<file path="config.mk">
export PLATFORM = sky130hd
export DESIGN_NAME = packed_probability_unpacker_unit
export DESIGN_NICKNAME = d
export VERILOG_FILES = /design/src/sv/ppu_pkg.sv /design/src/sv/ppu_choose.sv /design/src/sv/ppu_front.sv /design/src/sv/ppu_queue.sv /design/src/sv/ppu_back.sv /design/src/sv/packed_probability_unpacker_unit.sv
export SDC_FILE = /design/constraint.sdc
export NUM_CORES = 2
export LEC_CHECK = 0
export BUFFER_PORTS_ARGS = -buffer_cell sky130_fd_sc_hd__buf_2
export CAP_MARGIN = 10
export CORE_ASPECT_RATIO = 1.4
export CORE_MARGIN = 3
export CORE_UTILIZATION = 50
export CTS_BUF_LIST = sky130_fd_sc_hd__clkbuf_4
export DETAILED_ROUTE_END_ITERATION = 7
export PLACE_DENSITY = 0.76
export SYNTH_ARGS = -nofsm -noshare
export SYNTH_HDL_FRONTEND = slang
export SYNTH_SLANG_ARGS = --single-unit
</file>
<file path="constraint.sdc">
create_clock -name aclk -period 22.4 [get_ports aclk]
set_clock_uncertainty 0.05 [all_clocks]
set_input_delay 2.24 -clock aclk [delete_from_list [all_inputs] [get_ports aclk]]
set_output_delay 2.24 -clock aclk [all_outputs]
set_load 0.1 [all_outputs]
</file>
<file path="src/sv/ppu_pkg.sv">
// Package for the packed probability unpacker: widths, codes, the command
// passed from the front end to the back end, and the configuration bundle.
// No dependencies.
package ppu_pkg;

    localparam int ROW_MAX_DEF        = 32;
    localparam int VALUE_BITS_MAX_DEF = 32;

    localparam int BYTE_W    = 8;
    localparam int PLOIDY_W  = 7;
    localparam int MISSING_BIT = 7;
    localparam int BUF_W     = 40;
    localparam int HELD_W    = 6;
    localparam int HELD_LIMIT = 31;
    localparam int CFG_W     = 6;
    localparam int CNT_W     = 6;
    localparam int SKIP_W    = 12;
    localparam int CHN_W     = 8;
    localparam int NUM_W     = 32;
    localparam int SUM_W     = 38;
    localparam int QDEPTH    = 4;

    localparam logic [1:0] KIND_READ = 2'd0;
    localparam logic [1:0] KIND_COMP = 2'd1;
    localparam logic [1:0] KIND_NAN  = 2'd2;

    localparam logic CMD_HEADER = 1'b0;
    localparam logic CMD_DATA   = 1'b1;

    localparam logic [1:0] REG_PHASED  = 2'd0;
    localparam logic [1:0] REG_VBITS   = 2'd1;
    localparam logic [1:0] REG_ALLELES = 2'd2;
    localparam logic [1:0] REG_PLOIDY  = 2'd3;

    typedef struct packed {
        logic             phased;
        logic [CFG_W-1:0] value_bits;
        logic [CFG_W-1:0] alleles;
        logic [CFG_W-1:0] ploidy_limit;
    } ppu_cfg_t;

    typedef struct packed {
        logic              is_hdr;
        logic [BYTE_W-1:0] data;
        logic              pad_now;
        logic [SKIP_W-1:0] skip;
        logic [CNT_W-1:0]  groups;
        logic [CNT_W-1:0]  group_vals;
        logic [CNT_W-1:0]  row_len;
    } ppu_cmd_t;

endpackage

</file>
<file path="src/sv/ppu_choose.sv">
// Iterative saturating binomial coefficient unit for the unpacker front end.
// Uses ppu_pkg. One multiply, then a bit-serial restoring divide, per factor.
module ppu_choose
    import ppu_pkg::*;
#(
    parameter int CAP = ROW_MAX_DEF + 1
) (
    input  logic             aclk,
    input  logic             aresetn,
    input  logic             start,
    input  logic [CHN_W-1:0] n,
    input  logic [CNT_W-1:0] k,
    output logic             done,
    output logic [CNT_W-1:0] result
);
    localparam int DIV_W = 14;
    localparam int STEP_W = $clog2(DIV_W);

    typedef enum logic [1:0] {C_IDLE, C_MUL, C_DIV, C_NEXT} cstate_t;

    cstate_t            state_reg, state_next;
    logic [CNT_W-1:0]   kk_reg, kk_next, r_reg, r_next, i_reg, i_next;
    logic [CNT_W-1:0]   rem_reg, rem_next, res_reg, res_next;
    logic [CHN_W-1:0]   mb_reg, mb_next;
    logic [DIV_W-1:0]   div_reg, div_next;
    logic [STEP_W-1:0]  step_reg, step_next;
    logic               done_reg, done_next;

    logic [CHN_W-1:0]   n_minus_k, kk_start;
    logic [CNT_W:0]     trial;

    assign n_minus_k = n - CHN_W'(k);
    assign kk_start  = (CHN_W'(k) > n_minus_k) ? n_minus_k : CHN_W'(k);
    assign trial     = {rem_reg, div_reg[DIV_W-1]};

    always_comb begin
        state_next = state_reg;
        kk_next = kk_reg; r_next = r_reg; i_next = i_reg; mb_next = mb_reg;
        rem_next = rem_reg; div_next = div_reg; step_next = step_reg;
        res_next = res_reg;
        done_next = 1'b0;
        unique case (state_reg)
            C_IDLE: begin
                if (start) begin
                    kk_next = kk_start[CNT_W-1:0];
                    mb_next = n - kk_start;
                    r_next  = CNT_W'(1);
                    i_next  = CNT_W'(1);
                    if (kk_start == '0) begin
                        res_next  = CNT_W'(1);
                        done_next = 1'b1;
                    end else begin
                        state_next = C_MUL;
                    end
                end
            end
            C_MUL: begin
                div_next   = DIV_W'(r_reg) * (DIV_W'(mb_reg) + DIV_W'(i_reg));
                rem_next   = '0;
                step_next  = STEP_W'(DIV_W - 1);
                state_next = C_DIV;
            end
            C_DIV: begin
                if (trial >= {1'b0, i_reg}) begin
                    rem_next = CNT_W'(trial - {1'b0, i_reg});
                    div_next = {div_reg[DIV_W-2:0], 1'b1};
                end else begin
                    rem_next = trial[CNT_W-1:0];
                    div_next = {div_reg[DIV_W-2:0], 1'b0};
                end
                step_next = step_reg - 1'b1;
                if (step_reg == '0) state_next = C_NEXT;
            end
            C_NEXT: begin
                // The partial products only grow, so an early cap is final.
                if (div_reg > DIV_W'(CAP)) begin
                    res_next   = CNT_W'(CAP);
                    done_next  = 1'b1;
                    state_next = C_IDLE;
                end else if (i_reg == kk_reg) begin
                    res_next   = div_reg[CNT_W-1:0];
                    done_next  = 1'b1;
                    state_next = C_IDLE;
                end else begin
                    r_next     = div_reg[CNT_W-1:0];
                    i_next     = i_reg + 1'b1;
                    state_next = C_MUL;
                end
            end
            default: state_next = C_IDLE;
        endcase
    end

    always_ff @(posedge aclk) begin
        if (!aresetn) begin
            state_reg <= C_IDLE;
            done_reg  <= 1'b0;
        end else begin
            state_reg <= state_next;
            done_reg  <= done_next;
        end
        kk_reg <= kk_next; r_reg <= r_next; i_reg <= i_next; mb_reg <= mb_next;
        rem_reg <= rem_next; div_reg <= div_next; step_reg <= step_next;
        res_reg <= res_next;
    end

    assign done   = done_reg;
    assign result = res_reg;
endmodule

</file>
<file path="src/sv/ppu_front.sv">
// Front end of the unpacker: accepts input transactions, sizes each sample
// row and turns headers into commands. Uses ppu_pkg and ppu_choose.
module ppu_front
    import ppu_pkg::*;
#(
    parameter int ROW_MAX = ROW_MAX_DEF
) (
    input  logic              aclk,
    input  logic              aresetn,
    input  ppu_cfg_t          cfg,
    input  logic [CFG_W-1:0]  eff_bits,
    input  logic              s_valid,
    output logic              s_ready,
    input  logic              s_cmd,
    input  logic [BYTE_W-1:0] s_payload,
    input  logic              q_full,
    output logic              q_push,
    output ppu_cmd_t          q_wdata,
    output logic              idle
);
    localparam int CAP = ROW_MAX + 1;

    typedef enum logic [2:0] {F_IDLE, F_ROW, F_ROW_WAIT, F_CNT, F_CNT_WAIT, F_PUSH}
        fstate_t;

    fstate_t             state_reg, state_next;
    logic [PLOIDY_W-1:0] p_reg, p_next;
    logic                miss_reg, miss_next;
    logic [CNT_W-1:0]    row_reg, row_next, cnt_reg, cnt_next;

    logic [CNT_W-1:0]    alleles, am1;
    logic                ch_start, ch_done;
    logic [CHN_W-1:0]    ch_n;
    logic [CNT_W-1:0]    ch_res;
    logic [2*CFG_W-1:0]  row_prod;
    logic [PLOIDY_W+CFG_W-1:0] cnt_prod, nums_prod;
    logic [CNT_W-1:0]    nums, row_clamped_ph, row_clamped_ch, cnt_sat_ph;
    logic                accept, over;

    assign alleles = (cfg.alleles == '0) ? CNT_W'(1) : cfg.alleles;
    assign am1     = alleles - 1'b1;
    assign accept  = s_valid && s_ready;

    assign row_prod  = cfg.ploidy_limit * alleles;
    assign cnt_prod  = p_reg * alleles;
    assign nums_prod = p_reg * am1;

    assign row_clamped_ph = (row_prod > (2*CFG_W)'(ROW_MAX)) ? CNT_W'(ROW_MAX) :
                            (row_prod == '0) ? CNT_W'(1) : row_prod[CNT_W-1:0];
    assign row_clamped_ch = (ch_res > CNT_W'(ROW_MAX)) ? CNT_W'(ROW_MAX) :
                            (ch_res == '0) ? CNT_W'(1) : ch_res;
    assign cnt_sat_ph = (cnt_prod > (PLOIDY_W+CFG_W)'(CAP)) ? CNT_W'(CAP) :
                        cnt_prod[CNT_W-1:0];

    ppu_choose #(.CAP(CAP)) u_choose (
        .aclk(aclk), .aresetn(aresetn), .start(ch_start), .n(ch_n), .k(am1),
        .done(ch_done), .result(ch_res)
    );

    always_comb begin
        ch_n = (state_reg == F_ROW) ? CHN_W'(alleles) + CHN_W'(cfg.ploidy_limit) - 1'b1
                                    : CHN_W'(alleles) + CHN_W'(p_reg) - 1'b1;
    end

    // Command built from the sized row; item counts are exact up to the cap.
    always_comb begin
        over  = cnt_reg > row_reg;
        nums  = cfg.phased ? nums_prod[CNT_W-1:0] : cnt_reg - 1'b1;
        q_wdata = '0;
        q_wdata.is_hdr = (state_reg == F_PUSH);
        q_wdata.data   = s_payload;
        q_wdata.row_len = row_reg;
        if (state_reg == F_PUSH) begin
            if (over) begin
                q_wdata.pad_now = 1'b1;
            end else if (miss_reg) begin
                q_wdata.pad_now = 1'b1;
                q_wdata.skip    = SKIP_W'(eff_bits) * SKIP_W'(nums);
            end else begin
                q_wdata.groups     = cfg.phased ? p_reg[CNT_W-1:0] : CNT_W'(1);
                q_wdata.group_vals = cfg.phased ? am1 : cnt_reg - 1'b1;
                q_wdata.pad_now    = cfg.phased && (p_reg == '0);
            end
        end
    end

    always_comb begin
        state_next = state_reg;
        p_next = p_reg; miss_next = miss_reg; row_next = row_reg; cnt_next = cnt_reg;
        ch_start = 1'b0;
        q_push   = 1'b0;
        s_ready  = (state_reg == F_IDLE) && !q_full;
        unique case (state_reg)
            F_IDLE: begin
                if (accept) begin
                    if (s_cmd == CMD_DATA) begin
                        q_push = 1'b1;
                    end else begin
                        p_next     = s_payload[PLOIDY_W-1:0];
                        miss_next  = s_payload[MISSING_BIT];
                        state_next = F_ROW;
                    end
                end
            end
            F_ROW: begin
                if (cfg.phased) begin
                    row_next   = row_clamped_ph;
                    state_next = F_CNT;
                end else begin
                    ch_start   = 1'b1;
                    state_next = F_ROW_WAIT;
                end
            end
            F_ROW_WAIT: begin
                if (ch_done) begin
                    row_next   = row_clamped_ch;
                    state_next = F_CNT;
                end
            end
            F_CNT: begin
                if (cfg.phased) begin
                    cnt_next   = cnt_sat_ph;
                    state_next = F_PUSH;
                end else begin
                    ch_start   = 1'b1;
                    state_next = F_CNT_WAIT;
                end
            end
            F_CNT_WAIT: begin
                if (ch_done) begin
                    cnt_next   = ch_res;
                    state_next = F_PUSH;
                end
            end
            F_PUSH: begin
                if (!q_full) begin
                    q_push     = 1'b1;
                    state_next = F_IDLE;
                end
            end
            default: state_next = F_IDLE;
        endcase
    end

    always_ff @(posedge aclk) begin
        if (!aresetn) begin
            state_reg <= F_IDLE;
        end else begin
            state_reg <= state_next;
        end
        p_reg <= p_next; miss_reg <= miss_next; row_reg <= row_next; cnt_reg <= cnt_next;
    end

    assign idle = (state_reg == F_IDLE);
endmodule

</file>
<file path="src/sv/ppu_queue.sv">
// Short command queue between the unpacker's front and back ends.
// Uses ppu_pkg for the command type and depth.
module ppu_queue
    import ppu_pkg::*;
(
    input  logic     aclk,
    input  logic     aresetn,
    input  logic     push,
    input  ppu_cmd_t wdata,
    input  logic     pop,
    output ppu_cmd_t rdata,
    output logic     full,
    output logic     empty
);
    localparam int PTR_W = $clog2(QDEPTH);

    ppu_cmd_t           mem [QDEPTH];
    logic [PTR_W-1:0]   wr_reg, rd_reg;
    logic [PTR_W:0]     count_reg;

    always_ff @(posedge aclk) begin
        if (push) mem[wr_reg] <= wdata;
    end

    always_ff @(posedge aclk) begin
        if (!aresetn) begin
            wr_reg <= '0;
            rd_reg <= '0;
            count_reg <= '0;
        end else begin
            if (push) wr_reg <= wr_reg + 1'b1;
            if (pop) rd_reg <= rd_reg + 1'b1;
            count_reg <= count_reg + (PTR_W+1)'(push) - (PTR_W+1)'(pop);
        end
    end

    assign rdata = mem[rd_reg];
    assign full  = (count_reg == (PTR_W+1)'(QDEPTH));
    assign empty = (count_reg == '0);
endmodule

</file>
<file path="src/sv/ppu_back.sv">
// Back end of the unpacker: holds the bit buffer, runs the per-sample
// groups and drives the result register. Uses ppu_pkg.
module ppu_back
    import ppu_pkg::*;
(
    input  logic             aclk,
    input  logic             aresetn,
    input  logic [CFG_W-1:0] eff_bits,
    input  logic             cfg_clear,
    input  logic             q_empty,
    input  ppu_cmd_t         q_rdata,
    output logic             q_pop,
    output logic             idle,
    output logic             m_valid,
    input  logic             m_ready,
    output logic [NUM_W-1:0] m_numerator,
    output logic [1:0]       m_kind,
    output logic             m_last,
    output logic             m_sum_exceeded
);
    typedef enum logic [1:0] {B_IDLE, B_RUN, B_PAD} bstate_t;

    bstate_t           state_reg, state_next;
    logic [BUF_W-1:0]  buf_reg, buf_next;
    logic [HELD_W-1:0] held_reg, held_next;
    logic [SKIP_W-1:0] skip_reg, skip_next;
    logic [CNT_W-1:0]  groups_reg, groups_next, vleft_reg, vleft_next;
    logic [CNT_W-1:0]  gv_reg, gv_next, rowlen_reg, rowlen_next, emitted_reg, emitted_next;
    logic [SUM_W-1:0]  sum_reg, sum_next;
    logic              mv_reg, mv_next, last_reg, last_next, flag_reg, flag_next;
    logic [NUM_W-1:0]  num_reg, num_next;
    logic [1:0]        kind_reg, kind_next;

    logic [NUM_W:0]    denom;
    logic [NUM_W-1:0]  value;
    logic [SKIP_W-1:0] take;
    logic              can_emit;

    assign denom    = ((NUM_W+1)'(1) << eff_bits) - 1'b1;
    assign value    = buf_reg[NUM_W-1:0] & denom[NUM_W-1:0];
    assign take     = (skip_reg < SKIP_W'(held_reg)) ? skip_reg : SKIP_W'(held_reg);
    assign can_emit = !mv_reg || m_ready;

    always_comb begin
        state_next = state_reg;
        buf_next = buf_reg; held_next = held_reg; skip_next = skip_reg;
        groups_next = groups_reg; vleft_next = vleft_reg; gv_next = gv_reg;
        rowlen_next = rowlen_reg; emitted_next = emitted_reg; sum_next = sum_reg;
        mv_next = mv_reg && !m_ready;
        num_next = num_reg; kind_next = kind_reg; last_next = last_reg; flag_next = flag_reg;
        q_pop = 1'b0;
        unique case (state_reg)
            B_IDLE: begin
                if (!q_empty) begin
                    q_pop = 1'b1;
                    if (q_rdata.is_hdr) begin
                        groups_next  = q_rdata.groups;
                        vleft_next   = q_rdata.group_vals;
                        gv_next      = q_rdata.group_vals;
                        rowlen_next  = q_rdata.row_len;
                        skip_next    = q_rdata.skip;
                        sum_next     = '0;
                        emitted_next = '0;
                        state_next   = q_rdata.pad_now ? B_PAD : B_RUN;
                    end else begin
                        // A byte that finds the buffer too full is dropped.
                        if (held_reg <= HELD_W'(HELD_LIMIT)) begin
                            buf_next  = buf_reg | (BUF_W'(q_rdata.data) << held_reg);
                            held_next = held_reg + HELD_W'(BYTE_W);
                        end
                        state_next = B_RUN;
                    end
                end
            end
            B_PAD: begin
                if (emitted_reg >= rowlen_reg) begin
                    state_next = B_RUN;
                end else if (can_emit) begin
                    mv_next = 1'b1; num_next = '0; kind_next = KIND_NAN; flag_next = 1'b0;
                    last_next = (emitted_reg + 1'b1) == rowlen_reg;
                    emitted_next = emitted_reg + 1'b1;
                end
            end
            B_RUN: begin
                if (skip_reg != '0) begin
                    if (take == '0) begin
                        state_next = B_IDLE;
                    end else begin
                        buf_next  = buf_reg >> take;
                        held_next = held_reg - HELD_W'(take);
                        skip_next = skip_reg - take;
                    end
                end else if (groups_reg == '0) begin
                    state_next = B_IDLE;
                end else if (vleft_reg == '0) begin
                    if (can_emit) begin
                        mv_next = 1'b1; kind_next = KIND_COMP;
                        if (sum_reg > SUM_W'(denom)) begin
                            num_next = '0; flag_next = 1'b1;
                        end else begin
                            num_next = NUM_W'(SUM_W'(denom) - sum_reg); flag_next = 1'b0;
                        end
                        last_next = (emitted_reg + 1'b1) == rowlen_reg;
                        emitted_next = emitted_reg + 1'b1;
                        sum_next = '0;
                        groups_next = groups_reg - 1'b1;
                        if (groups_reg == CNT_W'(1)) state_next = B_PAD;
                        else vleft_next = gv_reg;
                    end
                end else if (held_reg >= eff_bits) begin
                    if (can_emit) begin
                        mv_next = 1'b1; num_next = value; kind_next = KIND_READ;
                        flag_next = 1'b0;
                        last_next = (emitted_reg + 1'b1) == rowlen_reg;
                        emitted_next = emitted_reg + 1'b1;
                        buf_next  = buf_reg >> eff_bits;
                        held_next = held_reg - eff_bits;
                        sum_next  = sum_reg + SUM_W'(value);
                        vleft_next = vleft_reg - 1'b1;
                    end
                end else begin
                    state_next = B_IDLE;
                end
            end
            default: state_next = B_IDLE;
        endcase
        if (cfg_clear) begin
            groups_next = '0; vleft_next = '0; sum_next = '0; skip_next = '0;
        end
    end

    always_ff @(posedge aclk) begin
        if (!aresetn) begin
            state_reg <= B_IDLE;
            buf_reg <= '0; held_reg <= '0; skip_reg <= '0;
            groups_reg <= '0; vleft_reg <= '0; sum_reg <= '0; emitted_reg <= '0;
            mv_reg <= 1'b0;
        end else begin
            state_reg <= state_next;
            buf_reg <= buf_next; held_reg <= held_next; skip_reg <= skip_next;
            groups_reg <= groups_next; vleft_reg <= vleft_next; sum_reg <= sum_next;
            emitted_reg <= emitted_next;
            mv_reg <= mv_next;
        end
        gv_reg <= gv_next; rowlen_reg <= rowlen_next;
        num_reg <= num_next; kind_reg <= kind_next; last_reg <= last_next;
        flag_reg <= flag_next;
    end

    assign idle           = (state_reg == B_IDLE);
    assign m_valid        = mv_reg;
    assign m_numerator    = num_reg;
    assign m_kind         = kind_reg;
    assign m_last         = last_reg;
    assign m_sum_exceeded = flag_reg;
endmodule

</file>
<file path="src/sv/packed_probability_unpacker_unit.sv">
// Packed probability unpacker: turns a byte stream of per-sample headers and
// LSB-first packed numerators into one padded row of result items per sample.
// Input channel (s_*): s_cmd selects a header byte or a data byte.
// Result channel (m_*): numerator, kind, last flag and clamp flag per item.
// Configuration channel (cfg_*): index and data; taken only when the block
// has drained, and a write abandons any unfinished sample.
// A data byte passes through the command queue and the bit buffer into the
// result register; with the back end idle the rest of its results follow one
// per cycle while m_ready holds. A header holds the input through the front
// end's row, count and push states; unphased it needs two binomial coefficients
// from the shared iterative unit, one multiply and divide per factor and at most
// four factors each, so the hold depends on ploidy and allele count, plus any wait for queue space.
// A four-entry command queue lets the front end go on accepting while the
// back end waits on a stalled receiver; the result register holds its item
// until m_ready. Reset loads the default configuration and empties the bit
// buffer; no clearing pass is needed.
// Depends on ppu_pkg, ppu_front, ppu_queue, ppu_back and ppu_choose.
module packed_probability_unpacker_unit
    import ppu_pkg::*;
#(
    parameter int ROW_MAX        = ROW_MAX_DEF,
    parameter int VALUE_BITS_MAX = VALUE_BITS_MAX_DEF
) (
    input  logic              aclk,
    input  logic              aresetn,
    input  logic              s_valid,
    output logic              s_ready,
    input  logic              s_cmd,
    input  logic [BYTE_W-1:0] s_payload,
    output logic              m_valid,
    input  logic              m_ready,
    output logic [NUM_W-1:0]  m_numerator,
    output logic [1:0]        m_kind,
    output logic              m_last,
    output logic              m_sum_exceeded,
    input  logic              cfg_valid,
    output logic              cfg_ready,
    input  logic [1:0]        cfg_index,
    input  logic [CFG_W-1:0]  cfg_data
);
    ppu_cfg_t         cfg_reg;
    logic [CFG_W-1:0] eff_bits;
    logic             cfg_write, front_idle, back_idle, q_full, q_empty, q_push, q_pop;
    ppu_cmd_t         q_wdata, q_rdata;

    assign eff_bits = (cfg_reg.value_bits == '0) ? CFG_W'(1) :
                      (cfg_reg.value_bits > CFG_W'(VALUE_BITS_MAX)) ? CFG_W'(VALUE_BITS_MAX) :
                      cfg_reg.value_bits;

    assign cfg_ready = front_idle && back_idle && q_empty;
    assign cfg_write = cfg_valid && cfg_ready;

    always_ff @(posedge aclk) begin
        if (!aresetn) begin
            cfg_reg.phased       <= 1'b0;
            cfg_reg.value_bits   <= CFG_W'(8);
            cfg_reg.alleles      <= CFG_W'(2);
            cfg_reg.ploidy_limit <= CFG_W'(2);
        end else if (cfg_write) begin
            unique case (cfg_index)
                REG_PHASED:  cfg_reg.phased       <= cfg_data[0];
                REG_VBITS:   cfg_reg.value_bits   <= cfg_data;
                REG_ALLELES: cfg_reg.alleles      <= cfg_data;
                REG_PLOIDY:  cfg_reg.ploidy_limit <= cfg_data;
                default: ;
            endcase
        end
    end

    ppu_front #(.ROW_MAX(ROW_MAX)) u_front (
        .aclk(aclk), .aresetn(aresetn), .cfg(cfg_reg), .eff_bits(eff_bits),
        .s_valid(s_valid), .s_ready(s_ready), .s_cmd(s_cmd), .s_payload(s_payload),
        .q_full(q_full), .q_push(q_push), .q_wdata(q_wdata), .idle(front_idle)
    );

    ppu_queue u_queue (
        .aclk(aclk), .aresetn(aresetn), .push(q_push), .wdata(q_wdata),
        .pop(q_pop), .rdata(q_rdata), .full(q_full), .empty(q_empty)
    );

    ppu_back u_back (
        .aclk(aclk), .aresetn(aresetn), .eff_bits(eff_bits), .cfg_clear(cfg_write),
        .q_empty(q_empty), .q_rdata(q_rdata), .q_pop(q_pop), .idle(back_idle),
        .m_valid(m_valid), .m_ready(m_ready), .m_numerator(m_numerator),
        .m_kind(m_kind), .m_last(m_last), .m_sum_exceeded(m_sum_exceeded)
    );
endmodule

</file>
==> results.md <==
- Routed Antenna Nets: 0
- CP peak stage delay: 0.57 ns
- Gate Count Post-Synth: roughly 3600
- Final hold violations: 0
- Remaining Overflow, GRT: 0
- Gpl congestion: 0.996
- Ys flop type: edfxtp_1
- Max cap viols: 0
- Initial Util: 0.507
- DIE AREA: 71000 um2
- Filler cell count: between 5000 and 6000
- Synth warn: 0
- CP top delay family: adder cells
- CP required: 22.94 ns
- Hold path cells: 2
- Leakage power: 15.6 nW
- Die Ht: 314 um
- HPWL reported at the end of detailed placement: 69.8 mm
- Register area share after synthesis: 0.341
- Buf+Inv Stages, Crit Path: 4
- Global route hottest layer: met2
- Num ports: just over 60
- Clk slew on worst S/H paths: 0.08 ns
- Crit start category: flop
- Postcts setup bufs: 0
- Initial antenna violation count: 4
- Area grow syn2layout: 7.97%
- Power Total: 4.56 mW
- Worst Reg-to-Reg Cells: 33
- Avg Cell Area, Syn: 9.43 um2
- Slew margin rel.: 0.232
- Setup TNS: 0 ns
- Final period util: 0.431
- Clock Path Buffers: 3
- Fin nets: approximately 4000
- DR DRC count: 0
- Worst-Skew Late Latency: 0.93 ns
- Setup crit end kind: flop
- CORE AREA: roughly 67000 um2
- Gr usage total: 0.259
- Crit-path max FO: 17
- Pwr/cell area: 125 nW/um2
- Status: complete, no violations
- Async S/R FF share, synth: 0
- RSZ-0062 raised after global routing: false
- Root Buffer Master: clkbuf_4
- Endpoints failing setup: 0
- Largest net degree at the start of global routing: 78
- Number of cells on the critical path: 33
- Worst Tran Pin Value: 1.15 ns
- Met1 Resource Use GR: 0.287
- Largest register FFs: 160
- Inserted Clock Buffers: 111
- Area taken by multi-input logic gates: about 20000 um2
- Met3 Use GR: 0.0471
- Fmax: 104 MHz
- Die X: 226 um
- Distinct cells, synth: 90
- Vias per cell: 6.01
- Share of layout cells above drive strength 1: 0.111
- Met2 Use GR: 0.458
- Site row count: 112
- Crit Path Category: reg2reg
- Register area: 11600 um2
- CTS tree: built
- First-pass GRT wire length: 146 mm
- PostCTS Resize Cnt: 0
- DRT Pass-1 Iters: 8
- TritonCTS Sinks: 435
- Routed vias: between 20000 and 30000
- Final instance area: 36600 um2
- Avg WL per Cell: 20.1 um
- PortBufs: 60
- Final Max Slew Viols: 0
- Hold_buf cts: 0
- Post-Syn Area: 33900 um2
- Vias in the first global route: 27700
- Hold Path Class: reg2reg
- Final min period: between 9 and 10 ns
- Post-synth EDFFs: 284
- Placed cell areas: 35000 um2
- Maximum VDD drop: 0.126 mV
- Max H-tree Level: 3
- Yosys reg bits: 435
- Crit path arrival time: ~10 ns
- DRT iter0 DRCs: 2113
- Final wirelength: about 90 mm
- CP max-delay cell: fa_1
through the flow:
step | worst slack (ns) | util | hold slack (ns) | cells
final | 12.75 | 0.547 | 0.432 | 4602
after global routing | 12.02 | 0.547 | 0.456 | 4601
after CTS | 12.85 | 0.547 | 0.429 | 4598
after detailed placement | 12.92 | 0.523 | 0.419 | 4388
after global placement | 13.13 | 0.523 | 0.409 | 4388
after floorplan | 14.36 | - | 0.394 | 3597
synthesized netlist by cell type (all sizes together) (14+ instances only):
| cell | n | area share |
|---|---|---|
| a21oi | 234 | 0.035 |
| nand2 | 358 | 0.040 |
| nand4 | 23 | 0.0042 |
| xnor2 | 116 | 0.030 |
| mux2i | 132 | 0.039 |
| a221oi | 26 | 0.0069 |
| clkbuf | 131 | 0.015 |
| nor4 | 19 | 0.0035 |
| o211ai | 21 | 0.0047 |
| mux4 | 47 | 0.031 |
| fa | 100 | 0.059 |
| o21ai | 189 | 0.028 |
| nand3 | 66 | 0.0099 |
| o2bb2ai | 17 | 0.0044 |
| xor2 | 61 | 0.016 |
| nor2b | 66 | 0.012 |
| edfxtp | 284 | 0.25 |
| a22o | 15 | 0.0039 |
| ha | 300 | 0.11 |
| dfxtp | 151 | 0.089 |
| a31oi | 29 | 0.0060 |
| a22oi | 21 | 0.0047 |
| nor2 | 258 | 0.029 |
| a21boi | 16 | 0.0035 |
| nand2b | 35 | 0.0065 |
| o21bai | 22 | 0.0049 |
| inv | 317 | 0.035 |
| and3 | 25 | 0.0046 |
| or3 | 14 | 0.0026 |
| a211oi | 35 | 0.0079 |
| a21o | 92 | 0.020 |
| mux2 | 26 | 0.0086 |
| o21a | 29 | 0.0064 |
| and2 | 86 | 0.016 |
| nor3 | 50 | 0.0074 |
| buf | 33 | 0.0054 |
final cells by class:
| cell class | count | share of cell area |
|---|---|---|
| Antenna cell | 4 | 0.000274 |
| Clock buffer | 156 | 0.0320 |
| Clock inverter | 54 | 0.0118 |
| Inverter | 321 | 0.0329 |
| Multi-Input combinational cell | 2677 | 0.562 |
| Sequential cell | 435 | 0.316 |
| Tap cell | 855 | 0.0292 |
| Timing Repair Buffer | 100 | 0.0164 |
logic make-up after synthesis:
kind of cell             Yosys count  synth area share
AND/OR/NAND/NOR                 1040             0.144
XOR/XNOR                         177            0.0458
AO/OA/AOI/OAI                    851             0.164
multiplexers                     205            0.0789
other                              2          0.000222
flip-flops                       435             0.341
adder cells (fa/ha/maj)          400             0.170
buffers and inverters            485            0.0555
report_power, final:
part	internal, mW	switching (mW)
clock	0.408	0.353
sequential	1.02	0.130
combinational	0.922	1.72
routing by layer:
metal,vias to the layer above,wire [um]
met3,363,6000
met4,2,6040
met2,1127,46300
li1,13000,-
met5,-,9
met1,13200,34200
path summary, 6_finish.rpt:
kind                            slack (ns)             endpoint           startpoint
worst min register to register        0.43  u_back.vleft_reg[3]  u_back.vleft_reg[3]
worst min-delay path                  0.43  u_back.vleft_reg[3]  u_back.vleft_reg[3]
worst max register to register       12.75   u_queue.mem[3][29]           cfg_reg[8]
worst max-delay path                 12.75   u_queue.mem[3][29]           cfg_reg[8]
placed cells by master (no fill, tap or decap), drive strengths merged, types with 132 or more instances in the layout:
cell type	instances
nand2	358
inv	318
ha	300
edfxtp	284
nor2	258
a21oi	234
o21ai	189
clkbuf	156
dfxtp	151
mux2i	132
worst register-to-register path, delay by kind of cell (launching register included):
kind	cells	cell delay, ns
adders and majority gates	9	4.10
xor gates and xnor gates	7	1.31
buffers and inverters	4	0.63
and+or+nand+nor	6	1.11
AOI/OAI and AO/OA	7	1.66
DFF	1	0.48
Power figures use the tool's default switching activity.
